## config.mk

```make
export PLATFORM = sky130hd
export DESIGN_NAME = rocca_ctrl
export DESIGN_NICKNAME = d
export VERILOG_FILES = /design/src/rtl/rocca_pkg.sv /design/src/rtl/rocca_ctrl.sv
export SDC_FILE = /design/constraint.sdc
export NUM_CORES = 1
export LEC_CHECK = 0
export BUFFER_PORTS_ARGS = -buffer_cell sky130_fd_sc_hd__buf_2
export CAP_MARGIN = 5
export CORE_AREA = 10 10 47 49
export CTS_BUF_LIST = sky130_fd_sc_hd__clkbuf_8 sky130_fd_sc_hd__clkbuf_16
export DETAILED_ROUTE_END_ITERATION = 6
export DIE_AREA = 0 0 57 59
export PLACE_DENSITY = 0.68
export SYNTH_ARGS = -nofsm -noshare
export SYNTH_HDL_FRONTEND = slang
export SYNTH_SLANG_ARGS = --single-unit
```

## constraint.sdc

```tcl
create_clock -name clk -period 1.6 [get_ports clk]
set_input_delay 0.32 -clock clk [delete_from_list [all_inputs] [get_ports clk]]
set_output_delay 0.32 -clock clk [all_outputs]
set_load 0.005 [all_outputs]
```

## src/rtl/rocca_pkg.sv

```systemverilog
`timescale 1ns / 1ps
// ----------------------------------------------------------------------------
// rocca_pkg
// Shared types, constants and AES round function for the Rocca encryptor.
// ----------------------------------------------------------------------------
package rocca_pkg;

  localparam int unsigned WordW  = 64;
  localparam int unsigned LaneW  = 128;
  localparam int unsigned Lanes  = 8;
  localparam int unsigned Rounds = 20;
  localparam int unsigned RndW   = 5;

  typedef logic [LaneW-1:0] lane_t;
  typedef lane_t [Lanes-1:0] lanes_t;

  typedef enum logic [1:0] {
    REQ_INIT = 2'd0,
    REQ_AD   = 2'd1,
    REQ_MSG  = 2'd2,
    REQ_FIN  = 2'd3
  } req_t;

  localparam logic OUT_CT  = 1'b0;
  localparam logic OUT_TAG = 1'b1;

  localparam lane_t Z0 = {64'h428a2f98d728ae22, 64'h7137449123ef65cd};
  localparam lane_t Z1 = {64'hb5c0fbcfec4d3b2f, 64'he9b5dba58189dbbc};

  typedef enum logic [1:0] {
    ST_IDLE,
    ST_LOOP,
    ST_OUT
  } state_t;

  // controller to datapath
  typedef struct packed {
    logic load_in;    // latch request, run single round or load init lanes
    logic loop_step;  // one round of the 20-round loop
    logic loop_done;  // commit loop result
  } dp_cmd_t;

  localparam logic [7:0] Sbox [256] = '{
    8'h63,8'h7c,8'h77,8'h7b,8'hf2,8'h6b,8'h6f,8'hc5,8'h30,8'h01,8'h67,8'h2b,8'hfe,8'hd7,8'hab,8'h76,
    8'hca,8'h82,8'hc9,8'h7d,8'hfa,8'h59,8'h47,8'hf0,8'had,8'hd4,8'ha2,8'haf,8'h9c,8'ha4,8'h72,8'hc0,
    8'hb7,8'hfd,8'h93,8'h26,8'h36,8'h3f,8'hf7,8'hcc,8'h34,8'ha5,8'he5,8'hf1,8'h71,8'hd8,8'h31,8'h15,
    8'h04,8'hc7,8'h23,8'hc3,8'h18,8'h96,8'h05,8'h9a,8'h07,8'h12,8'h80,8'he2,8'heb,8'h27,8'hb2,8'h75,
    8'h09,8'h83,8'h2c,8'h1a,8'h1b,8'h6e,8'h5a,8'ha0,8'h52,8'h3b,8'hd6,8'hb3,8'h29,8'he3,8'h2f,8'h84,
    8'h53,8'hd1,8'h00,8'hed,8'h20,8'hfc,8'hb1,8'h5b,8'h6a,8'hcb,8'hbe,8'h39,8'h4a,8'h4c,8'h58,8'hcf,
    8'hd0,8'hef,8'haa,8'hfb,8'h43,8'h4d,8'h33,8'h85,8'h45,8'hf9,8'h02,8'h7f,8'h50,8'h3c,8'h9f,8'ha8,
    8'h51,8'ha3,8'h40,8'h8f,8'h92,8'h9d,8'h38,8'hf5,8'hbc,8'hb6,8'hda,8'h21,8'h10,8'hff,8'hf3,8'hd2,
    8'hcd,8'h0c,8'h13,8'hec,8'h5f,8'h97,8'h44,8'h17,8'hc4,8'ha7,8'h7e,8'h3d,8'h64,8'h5d,8'h19,8'h73,
    8'h60,8'h81,8'h4f,8'hdc,8'h22,8'h2a,8'h90,8'h88,8'h46,8'hee,8'hb8,8'h14,8'hde,8'h5e,8'h0b,8'hdb,
    8'he0,8'h32,8'h3a,8'h0a,8'h49,8'h06,8'h24,8'h5c,8'hc2,8'hd3,8'hac,8'h62,8'h91,8'h95,8'he4,8'h79,
    8'he7,8'hc8,8'h37,8'h6d,8'h8d,8'hd5,8'h4e,8'ha9,8'h6c,8'h56,8'hf4,8'hea,8'h65,8'h7a,8'hae,8'h08,
    8'hba,8'h78,8'h25,8'h2e,8'h1c,8'ha6,8'hb4,8'hc6,8'he8,8'hdd,8'h74,8'h1f,8'h4b,8'hbd,8'h8b,8'h8a,
    8'h70,8'h3e,8'hb5,8'h66,8'h48,8'h03,8'hf6,8'h0e,8'h61,8'h35,8'h57,8'hb9,8'h86,8'hc1,8'h1d,8'h9e,
    8'he1,8'hf8,8'h98,8'h11,8'h69,8'hd9,8'h8e,8'h94,8'h9b,8'h1e,8'h87,8'he9,8'hce,8'h55,8'h28,8'hdf,
    8'h8c,8'ha1,8'h89,8'h0d,8'hbf,8'he6,8'h42,8'h68,8'h41,8'h99,8'h2d,8'h0f,8'hb0,8'h54,8'hbb,8'h16
  };

  function automatic logic [7:0] xt(input logic [7:0] b);
    return {b[6:0], 1'b0} ^ (b[7] ? 8'h1b : 8'h00);
  endfunction

  // byte i of a lane sits at bits 8i+7:8i
  function automatic lane_t aes_round(input lane_t s, input lane_t k);
    logic [7:0] sr [16];
    logic [7:0] a0, a1, a2, a3, t;
    lane_t res;
    res = '0;
    for (int c = 0; c < 4; c++) begin
      for (int r = 0; r < 4; r++) begin
        sr[r + 4*c] = Sbox[s[8*(r + 4*((c + r) & 3)) +: 8]];
      end
    end
    for (int c = 0; c < 4; c++) begin
      a0 = sr[4*c]; a1 = sr[4*c+1]; a2 = sr[4*c+2]; a3 = sr[4*c+3];
      t = a0 ^ a1 ^ a2 ^ a3;
      res[8*(4*c)   +: 8] = a0 ^ t ^ xt(a0 ^ a1);
      res[8*(4*c+1) +: 8] = a1 ^ t ^ xt(a1 ^ a2);
      res[8*(4*c+2) +: 8] = a2 ^ t ^ xt(a2 ^ a3);
      res[8*(4*c+3) +: 8] = a3 ^ t ^ xt(a3 ^ a0);
    end
    return res ^ k;
  endfunction

  function automatic lanes_t update(input lanes_t s, input lane_t x0, input lane_t x1);
    lanes_t n;
    n[7] = s[6] ^ s[0];
    n[6] = aes_round(s[5], s[4]);
    n[5] = aes_round(s[4], s[3]);
    n[4] = s[3] ^ x1;
    n[3] = aes_round(s[2], s[1]);
    n[2] = s[1] ^ s[6];
    n[1] = aes_round(s[0], s[7]);
    n[0] = s[7] ^ x0;
    return n;
  endfunction

endpackage

```

## src/rtl/rocca_ctrl.sv

```systemverilog
`timescale 1ns / 1ps
// ----------------------------------------------------------------------------
// rocca_ctrl
// Request sequencer: accepts a request, counts loop rounds, hands off results.
// ----------------------------------------------------------------------------
module rocca_ctrl
  import rocca_pkg::*;
(
  input  logic       clk,
  input  logic       rst_n,
  input  logic       in_valid,
  input  logic [1:0] in_type,
  output logic       in_ready,
  output logic       out_valid,
  input  logic       out_ready,
  output dp_cmd_t    cmd
);

  state_t state_r, state_nxt;
  logic [RndW-1:0] rnd_r, rnd_nxt;
  logic [1:0] in_type_r;
  logic acc, last;

  assign acc  = in_valid && in_ready;
  assign last = (rnd_r == RndW'(Rounds - 1));

  always_comb begin
    state_nxt = state_r;
    rnd_nxt   = rnd_r;
    case (state_r)
      ST_IDLE: begin
        if (acc) begin
          rnd_nxt = '0;
          case (in_type)
            REQ_INIT, REQ_FIN: state_nxt = ST_LOOP;
            REQ_MSG:           state_nxt = ST_OUT;
            default:           state_nxt = ST_IDLE;
          endcase
        end
      end
      ST_LOOP: begin
        rnd_nxt = rnd_r + 1'b1;
        if (last) begin
          state_nxt = (in_type_r == REQ_FIN) ? ST_OUT : ST_IDLE;
        end
      end
      ST_OUT: begin
        if (out_ready) state_nxt = ST_IDLE;
      end
      default: state_nxt = ST_IDLE;
    endcase
  end

  always_ff @(posedge clk) begin
    if (acc) in_type_r <= in_type;
  end

  always_comb begin
    in_ready       = (state_r == ST_IDLE);
    out_valid      = (state_r == ST_OUT);
    cmd.load_in    = acc;
    cmd.loop_step  = (state_r == ST_LOOP);
    cmd.loop_done  = (state_r == ST_LOOP) && last;
  end

  always_ff @(posedge clk) begin
    if (!rst_n) begin
      state_r <= ST_IDLE;
      rnd_r   <= '0;
    end else begin
      state_r <= state_nxt;
      rnd_r   <= rnd_nxt;
    end
  end

endmodule

```

# --- Yosys cells after proc, flatten, opt, wreduce, memory -nomap -nowiden ---
# Cells that the tools add are included.
word_totals:
  ff_bits: 9
  in_bits: 6
  out_inout_bits: 5
  elab_cells: 29
classes:
  n_addsub: 1
  n_eq_ne: 9
  mux: 8
  reduce_logical: 8
ops:
  columns: ["op", "count"]
  rows:
  - ["5-bit one-hot mux with 2 select lines", 1]
  - ["2-bit equality test (second input constant)", 4]
  - ["2-bit two-way mux", 4]
  - ["2-bit by 1-bit != test with 1-bit output (second input constant)", 3]
  - ["2-bit one-hot mux with 3 select lines", 1]
  - ["5-bit by 1-bit adder with 5-bit output (second input constant)", 1]
  - ["5-bit equality test (second input constant)", 1]
  - ["5-bit two-way mux", 1]
  - ["2-bit zero test", 2]
  - ["2-bit one-hot mux with 2 select lines", 1]
  - ["3-bit AND reduction", 1]
  - ["2-bit by 1-bit equality test with 1-bit output (second input constant)", 1]
  - ["1-bit logical AND", 2]
  - ["2-bit AND reduction", 1]
  - ["2-bit nonzero test", 1]
  - ["2-bit OR reduction", 1]

# --- Depth between registers and ports, before layout ---
depth:
  depth_word: 5
  mapped_depth: 4
  ltp_nobuf: 4

# --- Worst setup path before layout ---
# No wires, ideal clock.
synth_timing:
  kind: "reg-to-output"
  startpoint: "reg rnd_r[0]"
  endpoint: "out cmd[0] (netlist bit)"
  t_arrival_ns: 0.941
  t_required_ns: 1.280
  slack_ns: 0.339
  stages_incl_launch_ff: 4
  path_buffers: 0
  cell_sequence: "dfxtp_1 > ha_1 > nand4bb_4 > nor3b_1"
synth_lines:
  columns: ["item", "line_no", "source"]
  rows:
  - ["start, declared", "rocca_ctrl.sv:20", "logic [RndW-1:0] rnd_r, rnd_nxt;"]
  - ["start signal, assigned", "rocca_ctrl.sv:72", "rnd_r <= rnd_nxt;"]
  - ["end, declared", "rocca_ctrl.sv:16", "output dp_cmd_t cmd"]

==> impl_results.md <==
* Detailed Route WL at 1.08 mm
* Num CTS Buffers at 3
* Worst path cell trace: nor2_2 -> and2_1 -> buf_2
* Core area at 0.00140 sq mm
* Pwr dens at 956 mW/mm^2
* Outcome: finished, final reports clean
* Syn_area_per_cell at 10.4 sq um
* IO Pins at 11
* #FFs+latches synth at 9
* Via density at 5.17
* First-pass GRT wire length at 1.90 mm
* Yosys warning count at 0
* Crit path kind: register to output pin
* Syn Inst Count at 49
* Final Skew at 1.67 ps
* Crit share post-route at 93.8%
* Worst-Skew Late Latency at 230 ps
* Slew HR at 73.2%
* Crit-path slowest cell: dfxtp_2
* Distinct cells, synth at 26
* Chip width at 57 um
* TNS Setup at 0 ps
* GR Util All Layers at 7.28%
* # Max-Cap Violations at 0
* Final worst setup slack at 98.7 ps
* Mapped Area at 512 sq um
* Post-synthesis sequential area ratio at 39.1%
* Worst Max-Slew Pin Slew at 401 ps
* Setup Fix Bufs, Post-CTS at 0
* Mapped Nets at 57
* Die height at 59 um
* Initial antenna violation count at 0
* Vias in the first global route at 445
* Critical Path End Type: output pin
* Total Die Area at 0.00336 sq mm
* WL per Instance at 14.0 um
* CTS H-Tree Depth at 1
* Critical Path RT at 1280 ps
* Total power at 604 uW
* Ant diodes at 0
* RSZ-0062 raised after global routing: false
* Antenna viol nets, final at 0
* Clock buffer depth at 2
* Largest net degree at the start of global routing at 10
* GRT overflow at 0
* Detailed-route via count at 398
* Fillcell total at 144
* Arrival time at the worst endpoint at 1180 ps
* Initial Util at 36.5%
* Fin. max-slew vios at 0
* Crit-path max cell delay at 380 ps
* Pre-CTS WS at 185 ps
* Worst-path clk slew at 50 ps
* Row count at 14
* Buffers on Ports at 10
* Final Net Count at 70
* Max IR drop VDD at 0.533 mV
* Final Critical Period at 1500 ps
* Maximum clock frequency at 0.666 GHz
* Endpoints failing setup at 0
* Layout cells sized above 1 at 39.3%
* Max FO, Critical Path at 9
* Pre-antenna DRT Iters at 4
* DRC errors left at 0
* Clk root buf: clkbuf_8
* Final hold vios at 0
* Leakage power at 0.251 nW
* Area growth syn-to-layout at 23.5%
* Reg2reg setup slack at 440 ps
* GPL Wtd Cong at 0.723
* Worst min-delay path category: primary input to register
* TritonCTS Sinks at 9
* Nature of the critical path startpoint: register
* Initial DRC count at 11
* CTS tree: built
* Dpl hpwl at 839 um
-- per-stage QoR --
step / utilization, % / std cells / hold WS, ps / area, sq um
after floorplan: - / 49 / 419 / 512
after global placement: 40.2 / 73 / 512 / 563
after detailed placement: 40.2 / 73 / 512 / 563
after CTS: 44.6 / 77 / 273 / 624
after global routing: 45.1 / 77 / 275 / 632
final: 45.1 / 77 / 275 / 632
-- state kept, by name, indices dropped and copies added (netlist names) --
signal and flops:
rnd_r 5, state_r 2, in_type_r 2
-- metal layers --
layer	share of wire [%]	up-vias	track usage, %
met1	40	187	7.41
met5	0	-	0
met4	2.1	0	5.03
met2	55	7	12.2
met3	2.9	3	2.58
li1	-	201	-
-- critical path, delay by kind of cell, from the launching register on --
kind,cells,cell delay [ps]
buffers and inverters,1,140
DFF,1,380
and+or+nand+nor,2,430
-- path summary, 6_finish.rpt --
check,start,to,depth (start not counted)
setup / recovery,state_r[1]$_SDFFE_PN0P_,cmd[2],3
hold / removal,in_type[0],in_type_r[0]$_DFFE_PP_,1
setup reg to reg,state_r[1]$_SDFFE_PN0P_,state_r[1]$_SDFFE_PN0P_,3
hold reg to reg,rnd_r[3]$_SDFFE_PN0P_,rnd_r[3]$_SDFFE_PN0P_,2
-- placed cells by master (no fill, tap or decap), types with 2 or more instances in the layout --
| master | netlist | layout |
|---|---|---|
| buf_2 | 0 | 10 |
| nand3_1 | 4 | 4 |
| dfxtp_1 | 7 | 4 |
| nor2b_1 | 3 | 3 |
| o21ai_0 | 3 | 3 |
| mux2i_1 | 3 | 3 |
| nor2_1 | 4 | 3 |
| clkbuf_8 | 0 | 3 |
| dfxtp_2 | 0 | 3 |
| inv_1 | 1 | 2 |
| nand2_1 | 2 | 2 |
| a22oi_1 | 2 | 2 |
| edfxtp_1 | 2 | 2 |
-- layout make-up --
cell class | instances | area, sq um | share of cell area, %
clock buffers | 3 | 41.3 | 6.53
clock inverters | 1 | 3.75 | 0.594
inverters | 1 | 3.75 | 0.594
multi-input cells | 37 | 309 | 48.9
flip-flops and latches | 9 | 204 | 32.3
well taps | 16 | 20.0 | 3.17
repair buffers | 10 | 50.0 | 7.92
-- kinds of logic (layout without fill, tap and decap cells) --
logic type | count (synthesis) | after routing | synth area share, %
DFF | 9 | 9 | 39.1
and+or+nand+nor | 21 | 21 | 28.9
AOI/OAI and AO/OA | 10 | 10 | 13.9
buffers and inverters | 3 | 15 | 4.40
adders and majority gates | 2 | 2 | 4.89
muxes | 4 | 4 | 8.80
-- report_power, final --
part           switching, mW  total (mW)  internal (mW)
logic                 0.0404      0.0822         0.0418
clock network         0.0929       0.260          0.167
registers             0.0157       0.262          0.246
-- repair_timing --
item                       4_1_cts  5_1_grt
hold buffers                     0        0
hold endpoints to repair         0        0
resized for setup                4        3
pin swaps                        1        1
setup endpoints to repair        2        2
-- cells in the mapped netlist --
master | instances | area [sq um]
and2_1 | 1 | 6.26
edfxtp_1 | 2 | 60.1
nand3_1 | 4 | 20.0
buf_6 | 1 | 11.3
dfxtp_1 | 7 | 140
inv_1 | 1 | 3.75
and2b_1 | 1 | 7.51
mux2i_1 | 3 | 30.0
nand2_1 | 2 | 7.51
buf_4 | 1 | 7.51
o21bai_1 | 1 | 7.51
nor2b_4 | 1 | 13.8
and2_4 | 1 | 8.76
o21ai_0 | 3 | 15.0
o21ai_1 | 1 | 5.00
a22oi_1 | 2 | 15.0
a21boi_0 | 1 | 7.51
a32oi_1 | 1 | 8.76
nand3b_1 | 1 | 7.51
nor3b_1 | 2 | 15.0
o31ai_2 | 1 | 12.5
nor2b_1 | 3 | 18.8
nand4bb_4 | 1 | 27.5
ha_1 | 2 | 25.0
mux2_4 | 1 | 15.0
nor2_1 | 4 | 15.0
Power figures use the tool's default switching activity.
